===== src/rtl/core/ihg_pkg.sv =====
package ihg_pkg;

  localparam int HDR_BYTES = 42;
  localparam int HDR_W     = 8 * HDR_BYTES;
  localparam int POS_W     = 6;

  localparam logic [15:0] ETHERTYPE_IPV4 = 16'h0800;
  localparam logic [7:0]  IP_VER_IHL     = 8'h45;
  localparam logic [15:0] IP_FLAGS_DF    = 16'h4000;
  localparam logic [7:0]  PROTO_UDP      = 8'd17;
  localparam logic [7:0]  PROTO_ICMP     = 8'd1;
  localparam logic [7:0]  ICMP_ECHO_REQ  = 8'd8;
  localparam logic [15:0] UDP_HDR_LEN    = 16'd8;
  localparam logic [15:0] IP_HDR_LEN     = 16'd20;
  localparam logic [15:0] ICMP_MSG_LEN   = 16'd64;

  localparam logic [7:0]  TTL_RESET      = 8'd255;
  localparam logic [15:0] ECHO_ID_RESET  = 16'h0742;

  localparam logic KIND_UDP  = 1'b0;
  localparam logic KIND_ICMP = 1'b1;

  localparam int          ADDR_W      = 3;
  localparam logic        REG_TTL     = 1'b0;
  localparam logic        REG_ECHO_ID = 1'b1;

  typedef struct packed {
    logic        kind;
    logic [47:0] dst_mac;
    logic [47:0] src_mac;
    logic [31:0] src_ip;
    logic [31:0] dst_ip;
    logic [15:0] src_port;
    logic [15:0] dst_port;
    logic [15:0] payload_len;
  } in_word_t;

  typedef struct packed {
    logic [7:0] data_byte;
    logic       last_byte;
  } out_word_t;

  typedef struct packed {
    logic [7:0]  time_to_live;
    logic [15:0] echo_identifier;
  } cfg_t;

endpackage


===== src/rtl/core/ihg_hdr_pipe.sv =====
module ihg_hdr_pipe (
  input  logic                  clk,
  input  logic                  rst_n,
  input  ihg_pkg::cfg_t         cfg,
  input  logic                  in_valid,
  output logic                  in_stall,
  input  ihg_pkg::in_word_t     in_word,
  output logic                  hdr_valid,
  input  logic                  hdr_stall,
  output logic [ihg_pkg::HDR_W-1:0] hdr
);
  import ihg_pkg::*;

  logic v1_r, v2_r, v3_r;
  logic v1_nxt, v2_nxt, v3_nxt;
  logic adv1, adv2, adv3;

  in_word_t    req1_r, req2_r;
  logic [15:0] total2_r, l4len2_r, icsum2_r;
  logic [7:0]  proto2_r;
  logic [17:0] suma2_r, sumb2_r;
  logic [HDR_W-1:0] hdr3_r;

  logic [15:0] l4len_c, total_c, icsum_c;
  logic [7:0]  proto_c;
  logic [17:0] suma_c, sumb_c;
  logic [16:0] icsum_raw;
  logic [18:0] sum_c;
  logic [16:0] fold1_c;
  logic [15:0] fold2_c, ipsum_c;
  logic [63:0] l4_c;

  assign adv3     = !v3_r || !hdr_stall;
  assign adv2     = !v2_r || adv3;
  assign adv1     = !v1_r || adv2;
  assign in_stall = !adv1;

  assign v1_nxt = adv1 ? in_valid : v1_r;
  assign v2_nxt = adv2 ? v1_r : v2_r;
  assign v3_nxt = adv3 ? v2_r : v3_r;

  always_ff @(posedge clk) begin
    if (!rst_n) begin
      v1_r <= 1'b0;
      v2_r <= 1'b0;
      v3_r <= 1'b0;
    end else begin
      v1_r <= v1_nxt;
      v2_r <= v2_nxt;
      v3_r <= v3_nxt;
    end
  end

  always_comb begin
    proto_c   = (req1_r.kind == KIND_ICMP) ? PROTO_ICMP : PROTO_UDP;
    l4len_c   = (req1_r.kind == KIND_ICMP) ? ICMP_MSG_LEN
                                           : 16'(UDP_HDR_LEN + req1_r.payload_len);
    total_c   = 16'(IP_HDR_LEN + l4len_c);
    suma_c    = 18'({IP_VER_IHL, 8'h00}) + 18'(IP_FLAGS_DF) + 18'(total_c)
              + 18'({cfg.time_to_live, proto_c});
    sumb_c    = 18'(req1_r.src_ip[31:16]) + 18'(req1_r.src_ip[15:0])
              + 18'(req1_r.dst_ip[31:16]) + 18'(req1_r.dst_ip[15:0]);
    icsum_raw = 17'({ICMP_ECHO_REQ, 8'h00}) + 17'(cfg.echo_identifier);
    icsum_c   = ~16'(icsum_raw[15:0] + 16'(icsum_raw[16]));
  end

  always_ff @(posedge clk) begin
    if (adv1) begin
      req1_r <= in_word;
    end
    if (adv2) begin
      req2_r   <= req1_r;
      total2_r <= total_c;
      l4len2_r <= l4len_c;
      proto2_r <= proto_c;
      suma2_r  <= suma_c;
      sumb2_r  <= sumb_c;
      icsum2_r <= icsum_c;
    end
    if (adv3) begin
      hdr3_r <= {req2_r.dst_mac, req2_r.src_mac, ETHERTYPE_IPV4,
                 IP_VER_IHL, 8'h00, total2_r, 16'h0000, IP_FLAGS_DF,
                 cfg.time_to_live, proto2_r, ipsum_c,
                 req2_r.src_ip, req2_r.dst_ip, l4_c};
    end
  end

  always_comb begin
    sum_c   = 19'(suma2_r) + 19'(sumb2_r);
    fold1_c = 17'(sum_c[15:0]) + 17'(sum_c[18:16]);
    fold2_c = 16'(fold1_c[15:0] + 16'(fold1_c[16]));
    ipsum_c = ~fold2_c;
    if (req2_r.kind == KIND_ICMP) begin
      l4_c = {ICMP_ECHO_REQ, 8'h00, icsum2_r, cfg.echo_identifier, 16'h0000};
    end else begin
      l4_c = {req2_r.src_port, req2_r.dst_port, l4len2_r, 16'h0000};
    end
  end

  assign hdr_valid = v3_r;
  assign hdr       = hdr3_r;

  a_hold_stalled: assert property (@(posedge clk) disable iff (!rst_n)
    (v3_r && hdr_stall) |=> (v3_r && $stable(hdr3_r)))
    else $error("stalled header left the last stage");

  a_full_backpressure: assert property (@(posedge clk) disable iff (!rst_n)
    (v1_r && v2_r && v3_r && hdr_stall) |-> in_stall)
    else $error("full pipeline accepted a word");

  a_accept_fills: assert property (@(posedge clk) disable iff (!rst_n)
    (in_valid && !in_stall) |=> v1_r)
    else $error("accepted word did not enter the first stage");

endmodule


===== src/rtl/core/ipv4_udp_icmp_header_generator.sv =====
// Ethernet, IPv4 and UDP or ICMP echo request header generator.
// Each word accepted on the input channel (valid high, stall low) describes one
// frame. The block returns the 42-byte header of that frame on the output
// channel, one byte per word in wire order, with last_byte set on the final
// byte. When the output is idle, an accepted word passes through the three
// pipeline stages, which compute the lengths and the checksums, and is then
// loaded into a 42-byte shift register that sends the bytes out. The next
// header is loaded as the final byte of the current frame is taken, and up
// to three more words queue in the stages. When the receiver raises out_stall
// the current byte holds and the stages fill, after which in_stall rises.
// Reset empties every stage and sets the TTL to 255 and the echo identifier
// to 0x0742. The APB port holds the TTL at byte address 0 and the echo
// identifier at address 4; the user must see that it is written only while
// no frame is in flight, as the block itself does not enforce it.
module ipv4_udp_icmp_header_generator (
  input  logic                        clk,
  input  logic                        rst_n,
  input  logic                        in_valid,
  output logic                        in_stall,
  input  ihg_pkg::in_word_t           in_word,
  output logic                        out_valid,
  input  logic                        out_stall,
  output ihg_pkg::out_word_t          out_word,
  input  logic                        psel,
  input  logic                        penable,
  input  logic                        pwrite,
  input  logic [ihg_pkg::ADDR_W-1:0]  paddr,
  input  logic [31:0]                 pwdata,
  output logic [31:0]                 prdata,
  output logic                        pready
);
  import ihg_pkg::*;

  logic [7:0]  ttl_r;
  logic [15:0] echo_id_r;
  cfg_t        cfg;
  logic        wr_en;

  logic             hdr_valid, hdr_stall;
  logic [HDR_W-1:0] hdr;

  logic             busy_r, busy_nxt;
  logic [POS_W-1:0] cnt_r, cnt_nxt;
  logic [HDR_W-1:0] sh_r, sh_nxt;
  logic             out_acc, is_last, load;

  assign pready = 1'b1;
  assign wr_en  = psel && penable && pwrite && pready;

  always_ff @(posedge clk) begin
    if (!rst_n) begin
      ttl_r     <= TTL_RESET;
      echo_id_r <= ECHO_ID_RESET;
    end else if (wr_en) begin
      unique case (paddr[2])
        REG_TTL:     ttl_r     <= pwdata[7:0];
        REG_ECHO_ID: echo_id_r <= pwdata[15:0];
        default:     ;
      endcase
    end
  end

  always_comb begin
    unique case (paddr[2])
      REG_TTL:     prdata = {24'h0, ttl_r};
      REG_ECHO_ID: prdata = {16'h0, echo_id_r};
      default:     prdata = 32'h0;
    endcase
  end

  assign cfg.time_to_live    = ttl_r;
  assign cfg.echo_identifier = echo_id_r;

  ihg_hdr_pipe u_pipe (
    .clk       (clk),
    .rst_n     (rst_n),
    .cfg       (cfg),
    .in_valid  (in_valid),
    .in_stall  (in_stall),
    .in_word   (in_word),
    .hdr_valid (hdr_valid),
    .hdr_stall (hdr_stall),
    .hdr       (hdr)
  );

  assign out_acc   = busy_r && !out_stall;
  assign is_last   = (cnt_r == POS_W'(HDR_BYTES - 1));
  assign load      = hdr_valid && (!busy_r || (out_acc && is_last));
  assign hdr_stall = !load;

  always_comb begin
    busy_nxt = busy_r;
    cnt_nxt  = cnt_r;
    sh_nxt   = sh_r;
    if (load) begin
      busy_nxt = 1'b1;
      cnt_nxt  = '0;
      sh_nxt   = hdr;
    end else if (out_acc) begin
      busy_nxt = !is_last;
      cnt_nxt  = cnt_r + 1'b1;
      sh_nxt   = {sh_r[HDR_W-9:0], 8'h00};
    end
  end

  always_ff @(posedge clk) begin
    if (!rst_n) begin
      busy_r <= 1'b0;
      cnt_r  <= '0;
    end else begin
      busy_r <= busy_nxt;
      cnt_r  <= cnt_nxt;
    end
  end

  always_ff @(posedge clk) begin
    sh_r <= sh_nxt;
  end

  assign out_valid          = busy_r;
  assign out_word.data_byte = sh_r[HDR_W-1 -: 8];
  assign out_word.last_byte = is_last;

  a_frame_continues: assert property (@(posedge clk) disable iff (!rst_n)
    (busy_r && !out_stall && !is_last) |=> busy_r)
    else $error("frame ended before its final byte");

  a_end_on_last: assert property (@(posedge clk) disable iff (!rst_n)
    ($past(rst_n) && $fell(busy_r)) |-> $past(out_word.last_byte))
    else $error("output went idle without a final byte");

  a_idle_loads: assert property (@(posedge clk) disable iff (!rst_n)
    (hdr_valid && !busy_r) |=> (busy_r && cnt_r == '0))
    else $error("ready header not loaded into an idle serializer");

endmodule


===== config.mk =====
export PLATFORM = sky130hd
export DESIGN_NAME = ipv4_udp_icmp_header_generator
export DESIGN_NICKNAME = d
export VERILOG_FILES = /design/src/rtl/core/ihg_pkg.sv /design/src/rtl/core/ihg_hdr_pipe.sv /design/src/rtl/core/ipv4_udp_icmp_header_generator.sv
export SDC_FILE = /design/constraint.sdc
export NUM_CORES = 1
export LEC_CHECK = 0
export BUFFER_PORTS_ARGS = -buffer_cell sky130_fd_sc_hd__buf_2
export CORE_ASPECT_RATIO = 0.8
export CORE_MARGIN = 2
export CORE_UTILIZATION = 50
export CTS_CLUSTER_DIAMETER = 50
export DETAILED_ROUTE_END_ITERATION = 12
export PLACE_DENSITY = 0.68
export SLEW_MARGIN = 40
export SYNTH_ARGS = -nofsm -noshare
export SYNTH_HDL_FRONTEND = slang
export SYNTH_SLANG_ARGS = --single-unit

===== constraint.sdc =====
create_clock -name clk -period 24.7 [get_ports clk]
set_clock_uncertainty 0.05 [all_clocks]
set_input_delay 4.94 -clock clk [delete_from_list [all_inputs] [get_ports clk]]
set_output_delay 4.94 -clock clk [all_outputs]
set_load 0.005 [all_outputs]

==> run metrics, run 1 <==
status=finished, final reports clean; Slew @ Worst Pin=between 0.7 and 0.8 ns; reg-to-reg endpoint=u_pipe.hdr[140]; Area Growth Syn to Fin=15.12%; clock buffer depth=3; vias per cell=between 5 and 6; Worst EP arrival=6.21 ns; Detail Placement HPWL=around 48000 um; CTS H-Tree Depth=3; clk slew on worst S/H paths=around 0.060 ns; synth warn=0; endpoints failing hold=0; number of synthesized flops with an enable pin=about 1100; routability congestion estimate from global placement=just under 0.9; site row count=between 90 and 100; final period utilization=45.36%; Vias=approximately 20000; post-synthesis simple-gate area fraction=4.979%; RSZ-0062 raised after global routing=no; Final setup viols=0; initial antenna violation count=2; worst hold slack=about 0.34 ns; Synth area leader=edfxtp_1; Final nets=around 3000; DR iter-0 viols=1514; WS Path Type=in -> out; I/O pin count=between 200 and 300; count of cell types in the netlist=65; largest family of logic cells by synthesized area=multiplexers; Antenna Diode Count=0; crit path max fanout=31; post_cts resized=0; post-synthesis adder-cell area fraction=about 3.2%; fin crit period=approximately 11 ns; GRT Total Usage=between 15 and 20%; Reg-to-Reg Start=u_pipe.suma2_r[1]; Die ar.=roughly 0.086 mm2; Slew Limit Fails=0; #FFs+latches synth=about 1100; share of layout cells above drive strength 1=27.27%; clk sinks=between 1000 and 1500; synth top area cells=edfxtp_1 76%, mux2_2 7.6%, ha_1 2.3%; Net Sw Frac=approximately a quarter; Async SR Flop Fraction=0%; clock group share of total power=36.8%; max frequency=0.08926 GHz; multiplexer share of the synthesized area=7.554%; multi-input logic area=0.008822 mm2; Hold Crit Class=reg -> reg; Reg2Reg Depth=28; Die Wd=327.6 um; DRT Pass-1 Iters=5; CTS tree=yes; grt ovf=0; worst vdd ir=slightly below 60 uV; Die Ht=between 200 and 300 um; Sequential Power Share=roughly 50%; per-cell routed wire length=slightly below 20 um; pwr dens=92.37 mW/mm2; internal power=~3.4 mW; main flop type after synthesis=edfxtp_1; postcts setup bufs=0; DRC=0; largest net degree at the start of global routing=approximately 110; Syn Inst Count=roughly 2300; Synth top area share=75.56%; hold buffers post-CTS=0; port bufs=between 200 and 300; Critical Path RT=19.71 ns; Comb pwr share=13.5%; Netlist Area Pre-Place=between 0.04 and 0.05 mm2; Fin Setup TNS=0 ns; first-pass GRT wire length=between 100000 and 150000 um; WL final=around 75000 um; Synth Area per Inst=roughly 18 um2; post-synthesis sequential area ratio=between 70% and 80%; CP endpoint kind=primary output; worst setup path end=in_stall; antenna-violating nets left=0; Worst slew margin=between 40% and 50%; Reg area=0.03233 mm2; TritonCTS Buffers=111; Static Leak=18.07 nW; worst skew pair latency=a little under 0.7 ns; Psw=1.098 mW; core area=0.08256 mm2; startpoint types=input pin; CTS Root Cell=clkbuf_16; vias in the first global route=between 20000 and 25000; Synth Area in XOR/XNOR=2.652%; fill count=just over 6000; Worst Setup SP=out_stall; R2R Setup Slk=approximately 17 ns; Max Cap Viol=0; post-synthesis compound-gate area fraction=about 2.4%; Initial Util=about half
-- Yosys cell counts (all sizes together), types with 34 or more instances --
library cell  instances
mux2                281
nor2                 57
ha                   76
and2                 75
a21oi                39
nand3                47
edfxtp             1054
xnor2                77
xor2                 49
inv                 111
clkbuf               49
nand2                97
dfxtp                34
-- power groups by stage --
| stage | Sequential [mW] | Combinational, mW | Clock (mW) |
|---|---|---|---|
| 5_1_grt | 2.23 | 0.675 | 1.75 |
| 6_report | 2.22 | 0.601 | 1.64 |
| 3_3_place_gp | 2.25 | 0.573 | 0 |
| 4_1_cts | 2.22 | 0.602 | 1.68 |
| 3_5_place_dp | 2.26 | 0.598 | 0 |
| 2_1_floorplan | 2.24 | 0.462 | 0 |
-- cell usage in the layout (no fill, tap or decap), types with 13 or more instances in the layout --
cell / instances
edfxtp_1: 1054
mux2_2: 281
buf_2: 259
clkbuf_16: 114
inv_1: 109
nand2_1: 94
xnor2_1: 76
ha_1: 76
and2_1: 74
nor2_1: 56
xor2_1: 49
nand3_1: 47
a21oi_1: 39
dfxtp_1: 34
nor2b_1: 27
clkinv_2: 24
o21ai_0: 22
fa_1: 20
clkbuf_1: 20
nor3_1: 19
and3_1: 19
clkinv_1: 19
conb_1: 17
a21boi_0: 15
nand2b_1: 13
-- registers in the layout (all words and copies together) (netlist names), 6 cells and up --
name             flops
echo_id_r           16
ttl_r                8
sh_r               320
u_pipe.hdr         249
u_pipe.suma2_r      18
cnt_r                6
u_pipe.sumb2_r      18
u_pipe.icsum2_r     16
u_pipe.req2_r      193
u_pipe.total2_r     14
u_pipe.l4len2_r     16
u_pipe.req1_r      209
-- cell type report --
| cell class | count | area share [%] |
|---|---|---|
| clock buffer | 137 | 6.157 |
| sequential | 1088 | 67.05 |
| clock inverter | 73 | 1.409 |
| multi-input combinational | 1071 | 18.29 |
| inverter | 111 | 0.9055 |
| tap | 1104 | 2.864 |
| timing repair buffer | 278 | 3.324 |
-- metal layers --
| layer | global-route usage, % | vias to the layer above | share of wire (%) | routed length, um |
|---|---|---|---|---|
| met5 | 0 | - | 0.017 | 13 |
| met4 | 5.405 | 2 | 2.3 | 1711 |
| met3 | 3.336 | 128 | 5.3 | 4004 |
| met2 | 27.56 | 469 | 48 | 36020 |
| met1 | 23.98 | 9926 | 44 | 33410 |
| li1 | - | 9425 | - | - |
-- metrics by stage --
step | utilization, % | instance area (um2) | cells | total power [mW] | setup WS (ns)
6_report | 58.41 | 48220 | 3862 | 4.454 | 13.50
5_1_grt | 58.41 | 48220 | 3862 | 4.653 | 13.41
4_1_cts | 58.36 | 48190 | 3861 | 4.501 | 13.47
3_5_place_dp | 53.94 | 44540 | 3651 | 2.854 | 13.47
3_3_place_gp | 53.78 | 44400 | 3647 | 2.825 | 13.57
2_1_floorplan | - | 41940 | 2351 | 2.702 | 8.344
-- worst max-delay path, stage by stage --
cell and delay, ns:
buf_2 0.11, o21a_1 0.18, and3_1 0.28, nand2_4 0.43
inv_1 0.13, buf_2 0.15
-- worst min path at each step --
stage                     slack, ns  cells past startpoint               to          startpoint
after floorplan                0.35                      0  u_pipe.hdr[100]   u_pipe.req2_r[84]
after global placement         0.35                      0  u_pipe.hdr[294]  u_pipe.req2_r[166]
after detailed placement       0.35                      0  u_pipe.hdr[114]   u_pipe.req2_r[98]
after CTS                      0.35                      0   u_pipe.hdr[81]   u_pipe.req2_r[65]
after global routing           0.36                      0  u_pipe.hdr[299]  u_pipe.req2_r[171]
final                          0.34                      0  u_pipe.hdr[299]  u_pipe.req2_r[171]
-- cell families after synthesis --
kind of cell               Yosys count
muxes                              281
xor gates and xnor gates           126
other                                2
adders and majority gates           96
AOI/OAI and AO/OA                  151
and+or+nand+nor                    400
DFF                               1088
buffers and inverters              192
Power figures use the tool's default switching activity.
==> inputs of run 2 (changes only) <==
--- a/config.mk
+++ b/config.mk
@@ -11,7 +11,7 @@
 export CORE_UTILIZATION = 50
 export CTS_CLUSTER_DIAMETER = 50
 export DETAILED_ROUTE_END_ITERATION = 12
-export PLACE_DENSITY = 0.68
+export PLACE_DENSITY = 0.71
 export SLEW_MARGIN = 40
 export SYNTH_ARGS = -nofsm -noshare
 export SYNTH_HDL_FRONTEND = slang
==> constraint.sdc (replaced) <==
create_clock -name clk -period 10.16 [get_ports clk]
set_clock_uncertainty 0.05 [all_clocks]
set_input_delay 2.032 -clock clk [delete_from_list [all_inputs] [get_ports clk]]
set_output_delay 2.032 -clock clk [all_outputs]
set_load 0.005 [all_outputs]
==> run metrics, run 2 (synthesis gave the netlist of run 1 again) <==
Fin Setup TNS=0 ns (unchanged); RSZ-0062 raised after global routing=no; Detail Placement HPWL=48580 um (+0.90%); postcts setup bufs=0 (unchanged); CTS tree=yes; Worst slew margin=48.05% (-1.7 points); endpoints failing hold=0 (unchanged); Final nets=3008 (unchanged); clk slew on worst S/H paths=0.06 ns (about the same); Die Wd=327.6 um (unchanged); post_cts resized=0 (unchanged); Worst EP arrival=7.80 ns (+1.59 ns); Initial Util=50.73% (unchanged); antenna-violating nets left=0 (unchanged); I/O pin count=295 (unchanged); DRT Pass-1 Iters=5 (unchanged); Overall Power=10.74 mW (+140%); hold buffers post-CTS=0 (unchanged); Static Leak=17.98 nW (-0.54%); per-cell routed wire length=19.45 um (about the same); largest net degree at the start of global routing=154 (+41%); most frequent cells in the layout=1054 x edfxtp_1, 281 x mux2_2, 259 x buf_2; max reg flops=320 (unchanged); port bufs=259 (unchanged); routability congestion estimate from global placement=0.8546 (-2.1%); TritonCTS Buffers=110 (-0.90%); DRC=0 (unchanged); CTS H-Tree Depth=3 (unchanged); max frequency=0.1344 GHz; Slew Limit Fails=0 (unchanged); fin crit period=7.441 ns; Final setup viols=0 (unchanged); status=finished, final reports clean; first-pass GRT wire length=116000 um (+1.1%); Die Ht=262.9 um (unchanged); Area Growth Syn to Fin=14.77%; Max Cap Viol=0 (unchanged); initial antenna violation count=2 (unchanged); grt ovf=0 (unchanged); pwr dens=223.5 mW/mm2 (+140%); startpoint types=flop; WS Path Type=reg -> reg; final period utilization=between 70% and 80%; most common cell after layout, fill and taps aside=edfxtp_1; CP endpoint kind=flop; site row count=94 (unchanged); CTS Root Cell=clkbuf_16; Die ar.=0.08612 mm2 (unchanged); vias in the first global route=20610 (+1.9%); share of layout cells above drive strength 1=27.02% (-0.25 points); core area=0.08256 mm2 (unchanged); Most flops, register=sh_r; crit path max fanout=5 (-84%); WL final=74940 um (-0.29%); clock buffer depth=3 (unchanged); Hold Crit Class=reg -> reg; R2R Setup Slk=2.72 ns (-14.55 ns); DR iter-0 viols=1604 (+5.9%); worst skew pair latency=0.67 ns (about the same); Hold Startpoint=u_pipe.req1_r[30]; clk sinks=1088 (unchanged); critical path's slowest cell=or4b_1; Slowest Stage Delay on Critical Path=0.60 ns (+0.17 ns); Reg-to-Reg Start=u_pipe.sumb2_r[1]; Slew @ Worst Pin=0.7792 ns (+0.03036 ns); GRT Total Usage=17.43% (+0.21 points); vias per cell=5.207 (+0.81%); Vias=20060 (+0.57%); worst vdd ir=154.2 uV (+160%); Worst Setup SP=u_pipe.sumb2_r[1]; Critical Path RT=10.52 ns (-9.19 ns)
[run 2: cell types whose count changed in the layout (fill, tap and decap cells not counted), moves of 4 or more]
cell,previous run,this run
clkinv_2,24,11
clkinv_1,19,13
inv_6,2,8
buf_4,4,9
clkbuf_1,20,24
[run 2: layout make-up]
type / instances / area, um2
diodes: 3 / 7.507
clock buffers: 140 / 2970
clock inverters: 57 / 568.0
fillers: 6139 / 34490
inverters: 111 / 431.7
multi-input cells: 1071 / 8822
flip-flops and latches: 1088 / 32330
well taps: 1104 / 1381
repair buffers: 279 / 1563
[run 2: critical path, delay by kind of cell (launching register included)]
family / cells / cell delay [ns]
AO/OA/AOI/OAI: 10 / 2.59
adder cells (fa/ha/maj): 4 / 1.17
flip-flops: 1 / 0.39
buffers and inverters: 2 / 0.18
AND/OR/NAND/NOR: 10 / 2.50
XOR/XNOR: 2 / 0.29
[run 2: per-stage QoR]
| step | std cells | cell area [um2] | hold WS (ns) | setup slack, ns | util, % |
|---|---|---|---|---|---|
| 2_1_floorplan | 2351 | 41950 | 0.3503 | 0.6598 | - |
| 3_3_place_gp | 3650 | 44430 | 0.3506 | 2.926 | 53.81 |
| 3_5_place_dp | 3651 | 44470 | 0.3545 | 2.768 | 53.86 |
| 4_1_cts | 3848 | 48000 | 0.3611 | 2.738 | 58.14 |
| 5_1_grt | 3850 | 48070 | 0.3698 | 2.024 | 58.22 |
| 6_report | 3853 | 48070 | 0.3620 | 2.719 | 58.23 |
[run 2: power breakdown]
group | switching [mW] | internal, mW | leakage [nW]
Clock | 1.67 | 2.22 | 1.71
Combinational | 0.855 | 0.629 | 5.28
Sequential | 0.105 | 5.27 | 11.0
[run 2: path summary, 6_finish.rpt]
kind                  endpoint  cells after the start
min reg2reg  u_pipe.req2_r[30]                      0
min          u_pipe.req2_r[30]                      0
max            u_pipe.hdr[142]                     28
max reg2reg    u_pipe.hdr[142]                     28
[run 2: metal layers]
layer,vias to the layer above,routed length (um),GRT usage [%]
li1,9407,-,-
met1,10040,32880,24.00
met2,483,36150,28.11
met3,131,4039,3.616
met4,0,1871,5.257
met5,-,0,0
==> inputs of run 3 (changes only) <==
--- a/config.mk
+++ b/config.mk
@@ -11,7 +11,7 @@
 export CORE_UTILIZATION = 50
 export CTS_CLUSTER_DIAMETER = 50
 export DETAILED_ROUTE_END_ITERATION = 12
-export PLACE_DENSITY = 0.71
+export PLACE_DENSITY = 0.68
 export SLEW_MARGIN = 40
 export SYNTH_ARGS = -nofsm -noshare
 export SYNTH_HDL_FRONTEND = slang
==> constraint.sdc (replaced) <==
create_clock -name clk -period 7.8 [get_ports clk]
set_clock_uncertainty 0.05 [all_clocks]
set_input_delay 1.56 -clock clk [delete_from_list [all_inputs] [get_ports clk]]
set_output_delay 1.56 -clock clk [all_outputs]
set_load 0.005 [all_outputs]
==> run metrics, run 3 (synthesis gave the netlist of run 1 again) <==
final instance count without filler cells=3849 (-0.10%); Buf+Inv Stages, Crit Path=2 (unchanged); dpl ws=0.2960 ns (-2.472 ns); max reg flops=320 (unchanged); Initial Util=50.73% (unchanged); crit path max fanout=5 (unchanged); Detail Placement HPWL=48680 um (+0.19%); Worst path top cell family by delay=simple AND/OR/NAND/NOR gates; Hold Crit Class=reg -> reg; post_cts resized=0 (unchanged); per-cell routed wire length=19.63 um (+0.92%); CTS Root Cell=clkbuf_16; vias in the first global route=20510 (-0.52%); worst skew pair latency=0.67 ns (about the same); Die Wd=327.6 um (unchanged); Die ar.=0.08612 mm2 (unchanged); core area=0.08256 mm2 (unchanged); DRT Pass-1 Iters=5 (unchanged); first-pass GRT wire length=116800 um (+0.74%); GRT Total Usage=17.52% (+0.090 points); Slowest Stage Delay on Critical Path=0.61 ns (about the same); fill count=6193 (+0.88%); grt ovf=0 (unchanged); pwr dens=293.6 mW/mm2 (+31%); RSZ-0062 raised after global routing=no; Final nets=3004 (-0.13%); routability congestion estimate from global placement=0.8264 (-3.3%); TritonCTS Buffers=109 (-0.91%); Final setup viols=0 (unchanged); port bufs=259 (unchanged); WL final=75560 um (+0.82%); CTS tree=yes; Placed Area=0.04447 mm2 (unchanged); DRC=0 (unchanged); Critical Path RT=8.16 ns (-2.36 ns); site row count=94 (unchanged); fin crit period=7.234 ns (-0.2067 ns); clk sinks=1088 (unchanged); Fin Setup TNS=0 ns (unchanged); worst vdd ir=191.6 uV (+24%); Worst slew margin=46.51% (-1.5 points); postcts setup bufs=0 (unchanged); DP Cell Count=3649 (-0.055%); Die Ht=262.9 um (unchanged); vias per cell=5.172 (-0.68%); initial antenna violation count=1 (-1); Slew Limit Fails=0 (unchanged); critical path's slowest cell=or4b_1; share of layout cells above drive strength 1=27.36% (+0.34 points); hold buffers post-CTS=0 (unchanged); final instance area=0.04807 mm2 (about the same); Static Leak=17.98 nW (about the same); Area Growth Syn to Fin=14.76% (about the same); Slew @ Worst Pin=0.8023 ns (+0.02310 ns); max frequency=0.1382 GHz (+2.9%); startpoint types=flop; clock buffer depth=3 (unchanged); PnR worst setup slack=0.5659 ns (-2.153 ns); fin util=58.22% (about the same); largest net degree at the start of global routing=154 (unchanged); Most flops, register=sh_r; worst hold slack=0.3597 ns (-0.002335 ns); CP endpoint kind=flop; CTS H-Tree Depth=3 (unchanged); endpoints failing hold=0 (unchanged); clk slew on worst S/H paths=0.06 ns (about the same); Vias=19910 (-0.79%); most common cell after layout, fill and taps aside=edfxtp_1; DR iter-0 viols=1569 (-2.2%); most frequent cells in the layout=1054 x edfxtp_1, 281 x mux2_2, 259 x buf_2; CP most frequent cell=ha_1; I/O pin count=295 (unchanged); Antenna Diode Count=0 (-3); status=finished, final reports clean; Worst EP arrival=7.60 ns (-0.20 ns); Max Cap Viol=0 (unchanged); WS Path Type=reg -> reg; Overall Power=14.11 mW (+31%); antenna-violating nets left=0 (unchanged); final period utilization=92.74% (+20 points)
==> run 3: cell count changes in the layout (fill, tap and decap cells not counted), sizes merged <==
cell | before | now
diode | 3 | 0
clkinvlp | 5 | 4
buf | 279 | 276
clkinv | 36 | 43
bufinv | 5 | 9
inv | 122 | 128
clkbuf | 140 | 126
==> run 3: where the power goes <==
part           leakage, nW  total (mW)  switching [mW]  internal [mW]
Combinational         5.25        1.99            1.16          0.828
Clock                 1.74        5.13            2.20           2.93
Sequential            11.0        7.00           0.131           6.86
Total                 18.0        14.1            3.49           10.6
==> run 3: per-layer routing <==
| metal | global-route usage (%) | share of wire, % |
|---|---|---|
| met3 | 3.238 | 4.8 |
| met2 | 28.14 | 48 |
| met5 | 0 | 0.017 |
| met1 | 24.62 | 44 |
| met4 | 4.984 | 2.4 |
==> run 3: cell type report <==
cell class / instances / area (um2) / share of cell area [%]
sequential: 1088 / 32330 / 67.26
multi-input combinational: 1071 / 8866 / 18.44
clock buffer: 126 / 2831 / 5.890
timing repair buffer: 276 / 1514 / 3.149
tap: 1104 / 1381 / 2.873
clock inverter: 73 / 714.4 / 1.486
inverter: 111 / 432.9 / 0.9006
==> run 3: path summary, 6_finish.rpt <==
| check | start | end | slack, ns | cells past startpoint |
|---|---|---|---|---|
| setup / recovery | u_pipe.sumb2_r[1] | u_pipe.hdr[142] | 0.57 | 28 |
| hold / removal | u_pipe.req2_r[81] | u_pipe.hdr[97] | 0.36 | 0 |
| setup reg to reg | u_pipe.sumb2_r[1] | u_pipe.hdr[142] | 0.57 | 28 |
| hold reg to reg | u_pipe.req2_r[81] | u_pipe.hdr[97] | 0.36 | 0 |
